==> src/rtl/usbt_pkg.sv <==
// Shared types, codes and widths for the UDP socket binding table.
package usbt_pkg;

    localparam int OPCODE_W    = 3;
    localparam int ENTRY_W     = 4;
    localparam int ADDR_W      = 32;
    localparam int PORT_W      = 16;
    localparam int STATUS_W    = 3;
    localparam int CFG_INDEX_W = 1;
    localparam int CFG_DATA_W  = 16;

    localparam int DEF_ENTRIES    = 16;
    localparam int DEF_WAITER_MAX = 255;

    localparam logic [PORT_W-1:0] EPH_LOW_RESET  = 16'd49152;
    localparam logic [PORT_W-1:0] EPH_HIGH_RESET = 16'd65535;

    localparam logic [CFG_INDEX_W-1:0] CFG_EPH_LOW  = 1'b0;
    localparam logic [CFG_INDEX_W-1:0] CFG_EPH_HIGH = 1'b1;

    typedef enum logic [OPCODE_W-1:0] {
        OP_OPEN       = 3'd0,
        OP_CLOSE      = 3'd1,
        OP_BIND       = 3'd2,
        OP_LOOKUP     = 3'd3,
        OP_ASSIGN     = 3'd4,
        OP_WAIT_BEGIN = 3'd5,
        OP_WAIT_END   = 3'd6
    } op_t;

    typedef enum logic [STATUS_W-1:0] {
        RC_OK       = 3'd0,
        RC_NOT_OPEN = 3'd1,
        RC_FULL     = 3'd2,
        RC_IN_USE   = 3'd3,
        RC_NO_PORT  = 3'd4,
        RC_CLOSED   = 3'd5
    } rc_t;

    typedef enum logic [1:0] {
        ENT_FREE    = 2'd0,
        ENT_OPEN    = 2'd1,
        ENT_CLOSING = 2'd2
    } ent_state_t;

    typedef enum logic [2:0] {
        WD_ZERO,
        WD_BIND,
        WD_PORT,
        WD_WAIT_INC,
        WD_WAIT_DEC
    } wdata_sel_t;

    typedef enum logic [1:0] {
        RP_ZERO,
        RP_CAND,
        RP_ENTRY
    } rport_sel_t;

    typedef enum logic [2:0] {
        CS_IDLE,
        CS_DECODE,
        CS_FREE_SCAN,
        CS_ENTRY,
        CS_EXEC,
        CS_MATCH_RD,
        CS_MATCH_CMP,
        CS_RESULT
    } ctl_state_t;

    typedef struct packed {
        logic       load_req;
        logic       ptr_clear;
        logic       ptr_inc;
        logic       rd_ptr;
        logic       ent_capture;
        logic       key_from_req;
        logic       key_from_assign;
        logic       cand_inc;
        logic       wr_ptr;
        logic       st_we;
        ent_state_t st_value;
        logic       mem_we;
        wdata_sel_t wdata_sel;
        logic       res_load;
        rc_t        res_code;
        logic       res_entry_ptr;
        logic       res_addr_chosen;
        rport_sel_t res_port_sel;
        logic       out_load;
    } dp_cmd_t;

    typedef struct packed {
        op_t        opcode;
        logic       idx_valid;
        ent_state_t idx_state;
        logic       free_here;
        logic       ptr_last;
        logic       hit;
        logic       ent_waiters_zero;
        logic       ent_port_zero;
        logic       wait_dec_zero;
        logic       range_empty;
        logic       cand_at_high;
        logic       cand_zero;
        logic       out_free;
    } dp_stat_t;

endpackage

==> src/rtl/usbt_datapath.sv <==
// Datapath: entry state bits, entry memory, scan pointer, config and result registers.
module usbt_datapath #(
    parameter int ENTRIES    = usbt_pkg::DEF_ENTRIES,
    parameter int WAITER_MAX = usbt_pkg::DEF_WAITER_MAX
) (
    input  logic                             clk,
    input  logic                             rst_n,
    input  logic [usbt_pkg::OPCODE_W-1:0]    opcode,
    input  logic [usbt_pkg::ENTRY_W-1:0]     request_entry,
    input  logic [usbt_pkg::ADDR_W-1:0]      request_addr,
    input  logic [usbt_pkg::PORT_W-1:0]      request_port,
    input  logic                             cfg_valid,
    output logic                             cfg_ready,
    input  logic [usbt_pkg::CFG_INDEX_W-1:0] cfg_index,
    input  logic [usbt_pkg::CFG_DATA_W-1:0]  cfg_data,
    output logic                             rsp_valid,
    input  logic                             rsp_stall,
    output logic [usbt_pkg::STATUS_W-1:0]    status,
    output logic [usbt_pkg::ENTRY_W-1:0]     result_entry,
    output logic [usbt_pkg::ADDR_W-1:0]      result_addr,
    output logic [usbt_pkg::PORT_W-1:0]      result_port,
    input  usbt_pkg::dp_cmd_t                cmd,
    output usbt_pkg::dp_stat_t               dp_stat
);
    import usbt_pkg::*;

    localparam int IDX_W  = $clog2(ENTRIES);
    localparam int WAIT_W = $clog2(WAITER_MAX + 1);
    localparam int MEM_W  = ADDR_W + PORT_W + WAIT_W;

    logic [OPCODE_W-1:0] req_opcode_reg;
    logic [ENTRY_W-1:0]  req_entry_reg;
    logic [ADDR_W-1:0]   req_addr_reg;
    logic [PORT_W-1:0]   req_port_reg;

    logic [PORT_W-1:0]   eph_low_reg;
    logic [PORT_W-1:0]   eph_high_reg;

    ent_state_t          entry_state_reg [ENTRIES];
    logic [MEM_W-1:0]    mem [ENTRIES];
    logic [MEM_W-1:0]    rd_data_reg;
    logic [IDX_W-1:0]    ptr_reg;

    logic [ADDR_W-1:0]   ent_addr_reg;
    logic [PORT_W-1:0]   ent_port_reg;
    logic [WAIT_W-1:0]   ent_waiters_reg;

    logic [ADDR_W-1:0]   key_addr_reg;
    logic [PORT_W-1:0]   key_port_reg;

    rc_t                 res_status_reg;
    logic [ENTRY_W-1:0]  res_entry_reg;
    logic [ADDR_W-1:0]   res_addr_reg;
    logic [PORT_W-1:0]   res_port_reg;

    logic                out_valid_reg;
    logic [STATUS_W-1:0] out_status_reg;
    logic [ENTRY_W-1:0]  out_entry_reg;
    logic [ADDR_W-1:0]   out_addr_reg;
    logic [PORT_W-1:0]   out_port_reg;

    logic [IDX_W-1:0]    idx;
    logic [IDX_W-1:0]    rd_idx;
    logic [IDX_W-1:0]    wr_idx;
    logic [ADDR_W-1:0]   rd_addr;
    logic [PORT_W-1:0]   rd_port;
    logic [ADDR_W-1:0]   chosen_addr;
    logic [WAIT_W-1:0]   waiters_inc;
    logic [WAIT_W-1:0]   waiters_dec;
    logic [MEM_W-1:0]    mem_wdata;

    assign idx     = IDX_W'(req_entry_reg);
    assign rd_idx  = cmd.rd_ptr ? ptr_reg : idx;
    assign wr_idx  = cmd.wr_ptr ? ptr_reg : idx;
    assign rd_addr = rd_data_reg[MEM_W-1 -: ADDR_W];
    assign rd_port = rd_data_reg[WAIT_W+PORT_W-1 -: PORT_W];

    assign chosen_addr = (ent_addr_reg != '0) ? ent_addr_reg : req_addr_reg;
    assign waiters_inc = (ent_waiters_reg < WAIT_W'(WAITER_MAX)) ?
                         ent_waiters_reg + WAIT_W'(1) : ent_waiters_reg;
    assign waiters_dec = (ent_waiters_reg != '0) ?
                         ent_waiters_reg - WAIT_W'(1) : ent_waiters_reg;

    always_comb
    begin
        case (cmd.wdata_sel)
            WD_ZERO:     mem_wdata = '0;
            WD_BIND:     mem_wdata = {req_addr_reg, req_port_reg, ent_waiters_reg};
            WD_PORT:     mem_wdata = {ent_addr_reg, key_port_reg, ent_waiters_reg};
            WD_WAIT_INC: mem_wdata = {ent_addr_reg, ent_port_reg, waiters_inc};
            WD_WAIT_DEC: mem_wdata = {ent_addr_reg, ent_port_reg, waiters_dec};
            default:     mem_wdata = '0;
        endcase
    end

    // Request word
    always_ff @(posedge clk)
    begin
        if (cmd.load_req)
        begin
            req_opcode_reg <= opcode;
            req_entry_reg  <= request_entry;
            req_addr_reg   <= request_addr;
            req_port_reg   <= request_port;
        end
    end

    // Ephemeral port range
    assign cfg_ready = 1'b1;

    always_ff @(posedge clk or negedge rst_n)
    begin
        if (!rst_n)
        begin
            eph_low_reg  <= EPH_LOW_RESET;
            eph_high_reg <= EPH_HIGH_RESET;
        end
        else if (cfg_valid && cfg_ready)
        begin
            case (cfg_index)
                CFG_EPH_LOW:  eph_low_reg  <= cfg_data;
                CFG_EPH_HIGH: eph_high_reg <= cfg_data;
                default:      ;
            endcase
        end
    end

    // Entry state, cleared to free by reset
    always_ff @(posedge clk or negedge rst_n)
    begin
        if (!rst_n)
        begin
            for (int i = 0; i < ENTRIES; i++)
            begin
                entry_state_reg[i] <= ENT_FREE;
            end
        end
        else if (cmd.st_we)
        begin
            entry_state_reg[wr_idx] <= cmd.st_value;
        end
    end

    // Entry memory: {addr, port, waiters}; an entry is rewritten to zero when opened
    always_ff @(posedge clk)
    begin
        if (cmd.mem_we)
        begin
            mem[wr_idx] <= mem_wdata;
        end
        rd_data_reg <= mem[rd_idx];
    end

    always_ff @(posedge clk or negedge rst_n)
    begin
        if (!rst_n)
        begin
            ptr_reg <= '0;
        end
        else if (cmd.ptr_clear)
        begin
            ptr_reg <= '0;
        end
        else if (cmd.ptr_inc)
        begin
            ptr_reg <= ptr_reg + IDX_W'(1);
        end
    end

    always_ff @(posedge clk)
    begin
        if (cmd.ent_capture)
        begin
            ent_addr_reg    <= rd_addr;
            ent_port_reg    <= rd_port;
            ent_waiters_reg <= rd_data_reg[WAIT_W-1:0];
        end
    end

    // Match key; key_port_reg is also the candidate port of an assign
    always_ff @(posedge clk)
    begin
        if (cmd.key_from_req)
        begin
            key_addr_reg <= req_addr_reg;
            key_port_reg <= req_port_reg;
        end
        else if (cmd.key_from_assign)
        begin
            key_addr_reg <= chosen_addr;
            key_port_reg <= eph_low_reg;
        end
        else if (cmd.cand_inc)
        begin
            key_port_reg <= key_port_reg + PORT_W'(1);
        end
    end

    always_ff @(posedge clk)
    begin
        if (cmd.res_load)
        begin
            res_status_reg <= cmd.res_code;
            res_entry_reg  <= cmd.res_entry_ptr ? ENTRY_W'(ptr_reg) : '0;
            res_addr_reg   <= cmd.res_addr_chosen ? chosen_addr : '0;
            case (cmd.res_port_sel)
                RP_CAND:  res_port_reg <= key_port_reg;
                RP_ENTRY: res_port_reg <= ent_port_reg;
                default:  res_port_reg <= '0;
            endcase
        end
    end

    // Output word register
    always_ff @(posedge clk or negedge rst_n)
    begin
        if (!rst_n)
        begin
            out_valid_reg <= 1'b0;
        end
        else if (cmd.out_load)
        begin
            out_valid_reg <= 1'b1;
        end
        else if (!rsp_stall)
        begin
            out_valid_reg <= 1'b0;
        end
    end

    always_ff @(posedge clk)
    begin
        if (cmd.out_load)
        begin
            out_status_reg <= res_status_reg;
            out_entry_reg  <= res_entry_reg;
            out_addr_reg   <= res_addr_reg;
            out_port_reg   <= res_port_reg;
        end
    end

    assign rsp_valid    = out_valid_reg;
    assign status       = out_status_reg;
    assign result_entry = out_entry_reg;
    assign result_addr  = out_addr_reg;
    assign result_port  = out_port_reg;

    always_comb
    begin
        dp_stat.opcode           = op_t'(req_opcode_reg);
        dp_stat.idx_valid        = int'(req_entry_reg) < ENTRIES;
        dp_stat.idx_state        = entry_state_reg[idx];
        dp_stat.free_here        = entry_state_reg[ptr_reg] == ENT_FREE;
        dp_stat.ptr_last         = ptr_reg == IDX_W'(ENTRIES - 1);
        dp_stat.hit              = (entry_state_reg[ptr_reg] == ENT_OPEN) &&
                                   ((rd_addr == '0) || (rd_addr == key_addr_reg)) &&
                                   (rd_port == key_port_reg);
        dp_stat.ent_waiters_zero = ent_waiters_reg == '0;
        dp_stat.ent_port_zero    = ent_port_reg == '0;
        dp_stat.wait_dec_zero    = waiters_dec == '0;
        dp_stat.range_empty      = eph_low_reg > eph_high_reg;
        dp_stat.cand_at_high     = key_port_reg == eph_high_reg;
        dp_stat.cand_zero        = key_port_reg == '0;
        dp_stat.out_free         = !out_valid_reg || !rsp_stall;
    end

`ifndef SYNTH
    a_open_only_free: assert property (@(posedge clk) disable iff (!rst_n)
        cmd.st_we && cmd.st_value == ENT_OPEN |-> entry_state_reg[wr_idx] == ENT_FREE)
        else $error("entry opened while not free");

    a_free_clears_binding: assert property (@(posedge clk) disable iff (!rst_n)
        cmd.st_we && cmd.st_value == ENT_FREE |-> cmd.mem_we && cmd.wdata_sel == WD_ZERO)
        else $error("entry freed without clearing its binding");

    a_out_no_overwrite: assert property (@(posedge clk) disable iff (!rst_n)
        cmd.out_load |-> !out_valid_reg || !rsp_stall)
        else $error("pending response word overwritten");

    a_cand_in_range: assert property (@(posedge clk) disable iff (!rst_n)
        cmd.cand_inc |-> key_port_reg != eph_high_reg)
        else $error("candidate port stepped past range end");
`endif

endmodule

==> src/rtl/usbt_ctrl.sv <==
// Controller state machine sequencing table operations.
module usbt_ctrl (
    input  logic               clk,
    input  logic               rst_n,
    input  logic               req_valid,
    output logic               req_stall,
    input  usbt_pkg::dp_stat_t dp_stat,
    output usbt_pkg::dp_cmd_t  cmd
);
    import usbt_pkg::*;

    ctl_state_t state_reg;
    ctl_state_t state_next;

    always_ff @(posedge clk or negedge rst_n)
    begin
        if (!rst_n)
        begin
            state_reg <= CS_IDLE;
        end
        else
        begin
            state_reg <= state_next;
        end
    end

    assign req_stall = state_reg != CS_IDLE;

    always_comb
    begin
        cmd        = '0;
        state_next = state_reg;
        case (state_reg)
            CS_IDLE:
            begin
                if (req_valid)
                begin
                    cmd.load_req = 1'b1;
                    state_next   = CS_DECODE;
                end
            end

            CS_DECODE:
            begin
                case (dp_stat.opcode)
                    OP_OPEN:
                    begin
                        cmd.ptr_clear = 1'b1;
                        state_next    = CS_FREE_SCAN;
                    end
                    OP_LOOKUP:
                    begin
                        cmd.ptr_clear    = 1'b1;
                        cmd.key_from_req = 1'b1;
                        state_next       = CS_MATCH_RD;
                    end
                    OP_CLOSE, OP_BIND, OP_ASSIGN, OP_WAIT_BEGIN:
                    begin
                        if (dp_stat.idx_valid && dp_stat.idx_state == ENT_OPEN)
                        begin
                            state_next = CS_ENTRY;
                        end
                        else
                        begin
                            cmd.res_load = 1'b1;
                            cmd.res_code = RC_NOT_OPEN;
                            state_next   = CS_RESULT;
                        end
                    end
                    OP_WAIT_END:
                    begin
                        if (dp_stat.idx_valid && dp_stat.idx_state != ENT_FREE)
                        begin
                            state_next = CS_ENTRY;
                        end
                        else
                        begin
                            cmd.res_load = 1'b1;
                            cmd.res_code = RC_NOT_OPEN;
                            state_next   = CS_RESULT;
                        end
                    end
                    default:
                    begin
                        cmd.res_load = 1'b1;
                        cmd.res_code = RC_NOT_OPEN;
                        state_next   = CS_RESULT;
                    end
                endcase
            end

            CS_FREE_SCAN:
            begin
                if (dp_stat.free_here)
                begin
                    cmd.wr_ptr        = 1'b1;
                    cmd.st_we         = 1'b1;
                    cmd.st_value      = ENT_OPEN;
                    cmd.mem_we        = 1'b1;
                    cmd.wdata_sel     = WD_ZERO;
                    cmd.res_load      = 1'b1;
                    cmd.res_code      = RC_OK;
                    cmd.res_entry_ptr = 1'b1;
                    state_next        = CS_RESULT;
                end
                else if (dp_stat.ptr_last)
                begin
                    cmd.res_load = 1'b1;
                    cmd.res_code = RC_FULL;
                    state_next   = CS_RESULT;
                end
                else
                begin
                    cmd.ptr_inc = 1'b1;
                end
            end

            CS_ENTRY:
            begin
                cmd.ent_capture = 1'b1;
                state_next      = CS_EXEC;
            end

            CS_EXEC:
            begin
                case (dp_stat.opcode)
                    OP_CLOSE:
                    begin
                        cmd.st_we = 1'b1;
                        if (dp_stat.ent_waiters_zero)
                        begin
                            cmd.st_value  = ENT_FREE;
                            cmd.mem_we    = 1'b1;
                            cmd.wdata_sel = WD_ZERO;
                        end
                        else
                        begin
                            cmd.st_value = ENT_CLOSING;
                        end
                        cmd.res_load = 1'b1;
                        cmd.res_code = RC_OK;
                        state_next   = CS_RESULT;
                    end
                    OP_BIND:
                    begin
                        cmd.ptr_clear    = 1'b1;
                        cmd.key_from_req = 1'b1;
                        state_next       = CS_MATCH_RD;
                    end
                    OP_ASSIGN:
                    begin
                        if (!dp_stat.ent_port_zero)
                        begin
                            cmd.res_load        = 1'b1;
                            cmd.res_code        = RC_OK;
                            cmd.res_addr_chosen = 1'b1;
                            cmd.res_port_sel    = RP_ENTRY;
                            state_next          = CS_RESULT;
                        end
                        else if (dp_stat.range_empty)
                        begin
                            cmd.res_load        = 1'b1;
                            cmd.res_code        = RC_NO_PORT;
                            cmd.res_addr_chosen = 1'b1;
                            state_next          = CS_RESULT;
                        end
                        else
                        begin
                            cmd.ptr_clear       = 1'b1;
                            cmd.key_from_assign = 1'b1;
                            state_next          = CS_MATCH_RD;
                        end
                    end
                    OP_WAIT_BEGIN:
                    begin
                        cmd.mem_we    = 1'b1;
                        cmd.wdata_sel = WD_WAIT_INC;
                        cmd.res_load  = 1'b1;
                        cmd.res_code  = RC_OK;
                        state_next    = CS_RESULT;
                    end
                    OP_WAIT_END:
                    begin
                        cmd.mem_we   = 1'b1;
                        cmd.res_load = 1'b1;
                        if (dp_stat.idx_state == ENT_CLOSING)
                        begin
                            cmd.res_code = RC_CLOSED;
                            if (dp_stat.wait_dec_zero)
                            begin
                                cmd.st_we     = 1'b1;
                                cmd.st_value  = ENT_FREE;
                                cmd.wdata_sel = WD_ZERO;
                            end
                            else
                            begin
                                cmd.wdata_sel = WD_WAIT_DEC;
                            end
                        end
                        else
                        begin
                            cmd.res_code  = RC_OK;
                            cmd.wdata_sel = WD_WAIT_DEC;
                        end
                        state_next = CS_RESULT;
                    end
                    default:
                    begin
                        cmd.res_load = 1'b1;
                        cmd.res_code = RC_NOT_OPEN;
                        state_next   = CS_RESULT;
                    end
                endcase
            end

            CS_MATCH_RD:
            begin
                cmd.rd_ptr = 1'b1;
                state_next = CS_MATCH_CMP;
            end

            CS_MATCH_CMP:
            begin
                if (dp_stat.hit)
                begin
                    case (dp_stat.opcode)
                        OP_LOOKUP:
                        begin
                            cmd.res_load      = 1'b1;
                            cmd.res_code      = RC_OK;
                            cmd.res_entry_ptr = 1'b1;
                            state_next        = CS_RESULT;
                        end
                        OP_BIND:
                        begin
                            cmd.res_load      = 1'b1;
                            cmd.res_code      = RC_IN_USE;
                            cmd.res_entry_ptr = 1'b1;
                            state_next        = CS_RESULT;
                        end
                        OP_ASSIGN:
                        begin
                            if (dp_stat.cand_at_high)
                            begin
                                cmd.res_load        = 1'b1;
                                cmd.res_code        = RC_NO_PORT;
                                cmd.res_addr_chosen = 1'b1;
                                state_next          = CS_RESULT;
                            end
                            else
                            begin
                                cmd.cand_inc  = 1'b1;
                                cmd.ptr_clear = 1'b1;
                                state_next    = CS_MATCH_RD;
                            end
                        end
                        default:
                        begin
                            cmd.res_load = 1'b1;
                            cmd.res_code = RC_NOT_OPEN;
                            state_next   = CS_RESULT;
                        end
                    endcase
                end
                else if (dp_stat.ptr_last)
                begin
                    case (dp_stat.opcode)
                        OP_BIND:
                        begin
                            cmd.mem_we    = 1'b1;
                            cmd.wdata_sel = WD_BIND;
                            cmd.res_load  = 1'b1;
                            cmd.res_code  = RC_OK;
                        end
                        OP_ASSIGN:
                        begin
                            cmd.mem_we          = 1'b1;
                            cmd.wdata_sel       = WD_PORT;
                            cmd.res_load        = 1'b1;
                            cmd.res_addr_chosen = 1'b1;
                            cmd.res_port_sel    = RP_CAND;
                            // a port of zero leaves the entry unbound
                            if (dp_stat.cand_zero)
                            begin
                                cmd.res_code = RC_NO_PORT;
                            end
                            else
                            begin
                                cmd.res_code = RC_OK;
                            end
                        end
                        default:
                        begin
                            cmd.res_load = 1'b1;
                            cmd.res_code = RC_NOT_OPEN;
                        end
                    endcase
                    state_next = CS_RESULT;
                end
                else
                begin
                    cmd.ptr_inc = 1'b1;
                    state_next  = CS_MATCH_RD;
                end
            end

            CS_RESULT:
            begin
                if (dp_stat.out_free)
                begin
                    cmd.out_load = 1'b1;
                    state_next   = CS_IDLE;
                end
            end

            default:
            begin
                state_next = CS_IDLE;
            end
        endcase
    end

endmodule

==> src/rtl/udp_socket_binding_table_unit.sv <==
// UDP socket binding table: top level joining controller and datapath.
//
// One request word at a time. Entries live in a memory that the match scan
// walks one entry at a time, reading each entry and then comparing it; lookup
// and bind examine up to ENTRIES entries. Open walks the free/open state bits
// at one entry per cycle; close and the wait operations capture the entry and
// then update it; assign with no port yet repeats the match scan for every
// ephemeral port it tries. The unit returns to idle before it takes the next
// request. Results sit in an output register, so a pending response does not
// hold up the next request.
module udp_socket_binding_table_unit #(
    parameter int ENTRIES    = usbt_pkg::DEF_ENTRIES,
    parameter int WAITER_MAX = usbt_pkg::DEF_WAITER_MAX
) (
    input  logic                             clk,
    input  logic                             rst_n,
    input  logic                             req_valid,
    output logic                             req_stall,
    input  logic [usbt_pkg::OPCODE_W-1:0]    opcode,
    input  logic [usbt_pkg::ENTRY_W-1:0]     request_entry,
    input  logic [usbt_pkg::ADDR_W-1:0]      request_addr,
    input  logic [usbt_pkg::PORT_W-1:0]      request_port,
    output logic                             rsp_valid,
    input  logic                             rsp_stall,
    output logic [usbt_pkg::STATUS_W-1:0]    status,
    output logic [usbt_pkg::ENTRY_W-1:0]     result_entry,
    output logic [usbt_pkg::ADDR_W-1:0]      result_addr,
    output logic [usbt_pkg::PORT_W-1:0]      result_port,
    input  logic                             cfg_valid,
    output logic                             cfg_ready,
    input  logic [usbt_pkg::CFG_INDEX_W-1:0] cfg_index,
    input  logic [usbt_pkg::CFG_DATA_W-1:0]  cfg_data
);
    import usbt_pkg::*;

    dp_cmd_t  cmd;
    dp_stat_t dp_stat;

    usbt_ctrl u_ctrl (
        .clk       (clk),
        .rst_n     (rst_n),
        .req_valid (req_valid),
        .req_stall (req_stall),
        .dp_stat   (dp_stat),
        .cmd       (cmd)
    );

    usbt_datapath #(
        .ENTRIES    (ENTRIES),
        .WAITER_MAX (WAITER_MAX)
    ) u_datapath (
        .clk           (clk),
        .rst_n         (rst_n),
        .opcode        (opcode),
        .request_entry (request_entry),
        .request_addr  (request_addr),
        .request_port  (request_port),
        .cfg_valid     (cfg_valid),
        .cfg_ready     (cfg_ready),
        .cfg_index     (cfg_index),
        .cfg_data      (cfg_data),
        .rsp_valid     (rsp_valid),
        .rsp_stall     (rsp_stall),
        .status        (status),
        .result_entry  (result_entry),
        .result_addr   (result_addr),
        .result_port   (result_port),
        .cmd           (cmd),
        .dp_stat       (dp_stat)
    );

endmodule

==> config.mk <==
export PLATFORM = sky130hd
export DESIGN_NAME = udp_socket_binding_table_unit
export DESIGN_NICKNAME = d
export VERILOG_FILES = /design/src/rtl/usbt_pkg.sv /design/src/rtl/usbt_datapath.sv /design/src/rtl/usbt_ctrl.sv /design/src/rtl/udp_socket_binding_table_unit.sv
export SDC_FILE = /design/constraint.sdc
export NUM_CORES = 2
export LEC_CHECK = 0
export BUFFER_PORTS_ARGS = -buffer_cell sky130_fd_sc_hd__buf_4
export CAP_MARGIN = 5
export CORE_ASPECT_RATIO = 0.9
export CORE_MARGIN = 2
export CORE_UTILIZATION = 63
export DETAILED_ROUTE_END_ITERATION = 8
export PLACE_DENSITY = 0.88
export SLEW_MARGIN = 15
export SYNTH_ARGS = -nofsm -noshare
export SYNTH_HDL_FRONTEND = slang
export SYNTH_SLANG_ARGS = --single-unit
==> constraint.sdc <==
create_clock -name clk -period 14.3 [get_ports clk]
set_clock_uncertainty 0.05 [all_clocks]
set_input_delay 2.145 -clock clk [delete_from_list [all_inputs] [get_ports clk]]
set_output_delay 2.145 -clock clk [all_outputs]
set_load 0.03 [all_outputs]
Word-level counts from Yosys, hierarchy flattened
Memories as Yosys holds them, arrays and structs flattened. A register that Yosys moved wholly into a read port is not among the register bits.
Index checks and enable logic that the tools add are counted.
{ "op_classes": {"addsub": 4, "order_cmp": 6, "eq_ne": 30, "n_mux": 111, "n_bitwise": 4, "n_reduce_logical": 29} }
{ "ops": {"columns": ["op", "count"], "rows": [
  ["case mux 56 bit (4 select lines)", 1],
  ["2-to-1 mux 32 bit", 3],
  ["2-to-1 mux 4 bit", 14],
  ["2-to-1 mux 3 bit", 17],
  ["2-to-1 mux 16 bit", 3],
  ["case mux 4 bit (3 select lines)", 4],
  ["2-to-1 mux 1 bit", 33],
  ["bitwise mux 32 bit", 1],
  ["equality test 16 bit", 2],
  ["equality test 32 bit", 1],
  ["zero test 16 bit", 2],
  ["zero test 32 bit", 1],
  ["2-to-1 mux 8 bit", 4],
  ["case mux 16 bit (2 select lines)", 1],
  ["case mux 4 bit (4 select lines)", 2],
  ["nonzero test 32 bit", 1],
  ["case mux 3 bit (2 select lines)", 5],
  ["equality test 3 bit, second input constant", 8],
  ["2-to-1 mux 2 bit", 12],
  ["case mux 3 bit (8 select lines)", 1],
  ["equality test 3 x 2 -> 1 bit, second input constant", 6],
  ["adder 16 x 1 -> 16 bit, second input constant", 1],
  ["binary-select mux 2 bit (select 4 bit)", 2],
  ["> comparator 16 bit", 1],
  ["other kinds (33)", 58]
]} }
{ "word_totals": {"ff_bits": 341, "ram_bits": 896, "output_inout_bits": 58, "elab_cells": 223, "mem_count": 1} }
{ "mem_list": {"columns": ["name", "depth", "width", "read_ports", "rd_clocked_by_memory_dff", "write_ports", "line_no", "text"], "rows": [
  ["u_datapath.mem", 16, 56, 1, 1, 1, "usbt_datapath.sv:40", "logic [MEM_W-1:0] mem [ENTRIES];"]
]} }

Longest topological paths before layout
{ "logic_depth": {"depth_word": 14, "ltp_mapped": 13, "ltp_nobuf": 9} }

Hierarchy
Synthesis repeated with hierarchy kept, for this count alone.
{ "hier_totals": {"hier_cells": 2926, "hier_area_um2": 51779.7} }
{ "modules_own_cells": {"columns": ["module", "instances", "cells_each", "area_per_inst_um2", "seq_area_each_um2"], "rows": [
  ["usbt_datapath", 1, 2811, 51035.2, 37853.8],
  ["usbt_ctrl", 1, 115, 744.5, 75.1]
]} }

Worst setup path after synthesis
Ideal clock, no wire load.
{ "synth_timing": {"kind": "reg2reg", "start": "reg u_datapath.ptr_reg[0]", "end": "mem u_datapath.mem[4][0] (netlist name), enable pin", "setup_ps": 488, "arrival_time_ps": 5272, "slack_ps": 8489, "stages_incl_launch_ff": 10, "n_path_buf": 2, "synth_period_minus_slack_ps": 5811, "path_cell_list": "dfrtp_1 -> buf_6 -> mux4_2 -> mux2_2 -> a32oi_4 -> nor3_2 -> a21oi_1 -> a211oi_2 -> buf_2 -> a21oi_1"} }
{ "synth_via": {"elab_chain_len": 11, "elab_cells_between_ends": 17, "cone_classes": "eq/ne (2); mux (11); bitwise (1); reduce/logical (3)"} }
{ "synth_lines": {"columns": ["element", "line_no", "text"], "rows": [
  ["from (decl)", "usbt_datapath.sv:42", "logic [IDX_W-1:0] ptr_reg;"],
  ["from (signal assigned)", "usbt_datapath.sv:166", "ptr_reg <= ptr_reg + IDX_W'(1);"],
  ["NOT 4 -> 5 bit (implied by the code)", "usbt_datapath.sv:253, usbt_datapath.sv:255", null],
  ["binary-select mux 2 bit (select 4 bit)", "usbt_datapath.sv:253, usbt_datapath.sv:255", null],
  ["2-to-1 mux 2 bit (implied by the code) (2 in series)", "usbt_datapath.sv:253, usbt_datapath.sv:255", null],
  ["equality test 2 x 1 -> 1 bit", "usbt_datapath.sv:255", "dp_stat.hit = (entry_state_reg[ptr_reg] == ENT_OPEN) &&"],
  ["logical AND 1 bit", "usbt_datapath.sv:255", null],
  ["logical AND 1 bit", "usbt_datapath.sv:256", "((rd_addr == '0) || (rd_addr == key_addr_reg)) &&"],
  ["2-to-1 mux 4 bit", "usbt_ctrl.sv:224", "if (dp_stat.hit)"],
  ["case mux 4 bit (3 select lines)", "usbt_ctrl.sv:33", "case (state_reg)"],
  ["2-to-1 mux 1 bit", "usbt_datapath.sv:147", "if (cmd.mem_we)"],
  ["2-to-1 mux 1 bit (implied by the code)", "usbt_datapath.sv:149", "mem[wr_idx] <= mem_wdata;"],
  ["to (decl)", "usbt_datapath.sv:40", null]
]} }
Several ways; a longest one is shown, not always the timed one. The select of a mux whose other input is x is not followed.

Final worst setup path
{ "layout_timing": {"start": "reg u_ctrl.state_reg[1]", "end": "reg u_datapath.rd_data_reg[49], read port of u_datapath.mem"} }
{ "layout_via": {"elab_chain_len": 3} }
{ "layout_lines": {"columns": ["element", "line_no", "text"], "rows": [
  ["from (decl)", "usbt_ctrl.sv:12", "ctl_state_t state_reg;"],
  ["from (signal assigned)", "usbt_ctrl.sv:23", "state_reg <= state_next;"],
  ["equality test 3 bit", "usbt_ctrl.sv:33", null],
  ["2-to-1 mux 1 bit", "usbt_ctrl.sv:33", null],
  ["2-to-1 mux 4 bit", "usbt_datapath.sv:73", "assign rd_idx = cmd.rd_ptr ? ptr_reg : idx;"],
  ["to (decl)", "usbt_datapath.sv:41", "logic [MEM_W-1:0] rd_data_reg;"]
]} }
Every way passes these cells.
A chain may end at the register's enable or synchronous reset.

==> run metrics <==
status completed; global-route wire length before repair 208.8 mm; CP arrival 5810 ps; CTS max path bufs 3; CP max stage cell mux2_8; Total Routing Usage GR 32.09%; fmax 190.7 MHz; Hold Crit Endpoint u_datapath.ent_waiters_reg[6]; filler instances 4783; distinct cell type count of the synthesized netlist 83; family with the most delay on the worst path buffers and inverters; number of buffers created by CTS 112; RR Endpoint u_datapath.rd_data_reg[49]; dominant cells by area after synthesis edfxtp_1 66%, a211oi_1 4.0%, nand2_1 3.7%; initial core utilization 63.81%; net switching power 3.454 mW; IO buf count 133; pin count of the biggest net entering global routing 238; Seq/Total Area, Yosys 71.55%; most instantiated cells after synthesis 1165 x edfxtp_1, 518 x nand2_1, 282 x a211oi_1; Tmin final 5244 ps; core outline area 83080 um2; startpoint class of the critical path flop; worst-skew pair later-pin latency 720 ps; Critical Path Max Stage Delay 950 ps; Leak 19.44 nW; internal power 7.109 mW; synth warn 0; synthesized flop and latch total 1293; Primary FF master, synth edfxtp_1; io pins 135; R2R cell count 9; R2R setup slack 9060 ps; Setup TNS Final 0 ps; Area Growth Syn to Fin 11.01%; Synth Instances 3806; GP Congestion 0.9257; Routed WL 139.9 mm; worst path buffer plus inverter count 2; Clock Tree Root clkbuf_16; top cell type's share of synthesized area 65.99%; final hold violations 0; hold path cells 0; ANT nets after route 0; Peak VDD IR 0.2286 mV; drt pass-1 iters 8; Clock Pin Slew Worst Setup and Hold Paths 60 ps; Final HPWL DP 75.42 mm; ANT cells 0; Sequential Power Share 46.3%; clock power share 29.5%; critical path required time 14860 ps; combinational power share 24.3%; Placement Rows 100; sw frac 32.70%; Setup CP Type reg -> reg; hold path startpoint u_datapath.rd_data_reg[6]; Die Y-Extent 279.2 um; hold-fix buffers at CTS 0; Iteration-0 DRC Markers 5747; RSZ-0062 raised after global routing false; nets@finish 3935; Slew Limit Fails 0; vias per cell 7.020; cell breakdown of the critical path nand3b_1 -> mux2_8 -> buf_4 -> buf_4 -> and2_1 -> a211oi_1 -> a311oi_1 -> a21oi_1 -> a21oi_1; die area 86480 um2; vias in the first global route 35020; Synth Cell Area 53010 um2; Yosys top cell by area edfxtp_1; final setup vio count 0; Max transition margin 10.47%; Post-synth EDFFs 1165; Crit. End Element flop; pwr dens 179.5 nW/um2; layout cells sized above 1 11.95%; max reg flops 896; FF-to-FF Start u_ctrl.state_reg[1]; DR DRC count 0; Slew @ Worst Pin 1343 ps; worst-path maximum fanout 133; WL per Instance 27.67 um; Synth Net Count 3906; Tcrit/Tclk final 36.67%; CTS resizes 0; CTS tree built; grt total ovfl 0; maxcap violations 0; CTS Sinks 1293; worst hold path type reg -> reg; # H-tree levels 3; Die Wd 309.8 um; Synth async-reset ratio 5.568%; initial antenna violation count 1; most common cell in the synthesized netlist edfxtp_1; via count 35480; total design power 10.56 mW; setup bufs post-CTS 0; syn avg cell area 13.93 um2
## worst max-delay path by stage
stage,from,endpoint,slack (ps),cells past startpoint
floorplan,u_datapath.ptr_reg[0],u_datapath.mem[4][0],8490,9
global placement,u_datapath.ptr_reg[1],u_datapath.mem[8][52],9510,7
detailed placement,u_ctrl.state_reg[1],u_datapath.rd_data_reg[54],9320,9
CTS,u_ctrl.state_reg[1],u_datapath.rd_data_reg[49],9240,9
global route,u_ctrl.state_reg[1],u_datapath.rd_data_reg[49],8820,9
finish,u_ctrl.state_reg[1],u_datapath.rd_data_reg[49],9060,9
## worst reg2reg max path, delay by kind of cell (launching register included)
family	cells	cell delay, ps
buffers and inverters	2	1980
multiplexers	1	950
AO/OA/AOI/OAI	4	840
AND/OR/NAND/NOR	2	870
flip-flops	1	500
## layout by cell type (no fill, tap or decap), types with 19 or more instances in the layout
| cell | synthesis | final |
|---|---|---|
| a211oi_1 | 282 | 281 |
| a21oi_1 | 176 | 170 |
| a22o_1 | 65 | 65 |
| a22oi_1 | 22 | 22 |
| a311oi_1 | 114 | 114 |
| a31oi_1 | 123 | 123 |
| and2_1 | 227 | 226 |
| and3_1 | 19 | 19 |
| buf_4 | 2 | 184 |
| clkbuf_1 | 254 | 32 |
| clkbuf_16 | 0 | 115 |
| clkinv_2 | 0 | 19 |
| dfrtp_1 | 54 | 54 |
| dfxtp_1 | 56 | 56 |
| edfxtp_1 | 1165 | 1165 |
| ha_1 | 23 | 23 |
| inv_1 | 38 | 38 |
| mux2_2 | 34 | 33 |
| mux2i_1 | 30 | 26 |
| nand2_1 | 518 | 518 |
| nand3_1 | 35 | 35 |
| nand4_1 | 38 | 38 |
| nor2_1 | 110 | 101 |
| nor3_1 | 23 | 22 |
| nor4_1 | 35 | 32 |
| o21ai_0 | 51 | 51 |
| xnor2_1 | 61 | 61 |
| xor2_1 | 19 | 19 |
## cells by family (layout without fill, tap and decap cells)
group | Yosys count | after routing | share of synthesized area (%)
muxes | 78 | 78 | 1.884
AOI/OAI and AO/OA | 934 | 934 | 12.58
and+or+nand+nor | 1086 | 1086 | 9.819
xor gates and xnor gates | 80 | 80 | 1.322
buffers and inverters | 311 | 437 | 2.297
adders and majority gates | 23 | 23 | 0.5429
other | 1 | 1 | 0.007074
DFF | 1293 | 1293 | 71.55
## per-layer routing
layer  part of all wire, %  vias up  track usage [%]
met3                    12      548            6.027
li1                      -    14680                -
met4                   5.8        0            16.77
met1                    35    17240            42.25
met5                     0        -                0
met2                    48     3015            51.34
## power groups by stage
stage / sequential (mW) / clock (mW) / combinational [mW]
detailed placement: 4.93 / 0 / 2.42
global route: 4.89 / 3.24 / 2.73
CTS: 4.86 / 3.10 / 2.51
floorplan: 4.86 / 0 / 1.68
finish: 4.89 / 3.11 / 2.56
global placement: 4.91 / 0 / 2.33
## through the flow
step / utilization [%] / instances / worst slack (ps) / hold slack [ps] / cell area [um2]
6_report: 70.83 / 5054 / 9056 / 354.4 / 58850
5_1_grt: 70.83 / 5054 / 8815 / 360.2 / 58850
4_1_cts: 70.81 / 5054 / 9239 / 354.8 / 58830
3_5_place_dp: 66.27 / 4843 / 9319 / 340.4 / 55060
3_3_place_gp: 66.27 / 4843 / 9507 / 338.5 / 55060
2_1_floorplan: - / 3806 / 8489 / 335.5 / 53010
## layout make-up
cell class	count	area, um2	area share [%]
sequential	1293	37930	64.46
inverter	39	146.4	0.2488
clock buffer	160	3177	5.399
multi-input combinational	2202	14160	24.06
tap	1122	1404	2.386
timing repair buffer	187	1433	2.435
clock inverter	51	598.1	1.016
(Power assumes the default switching activity.)
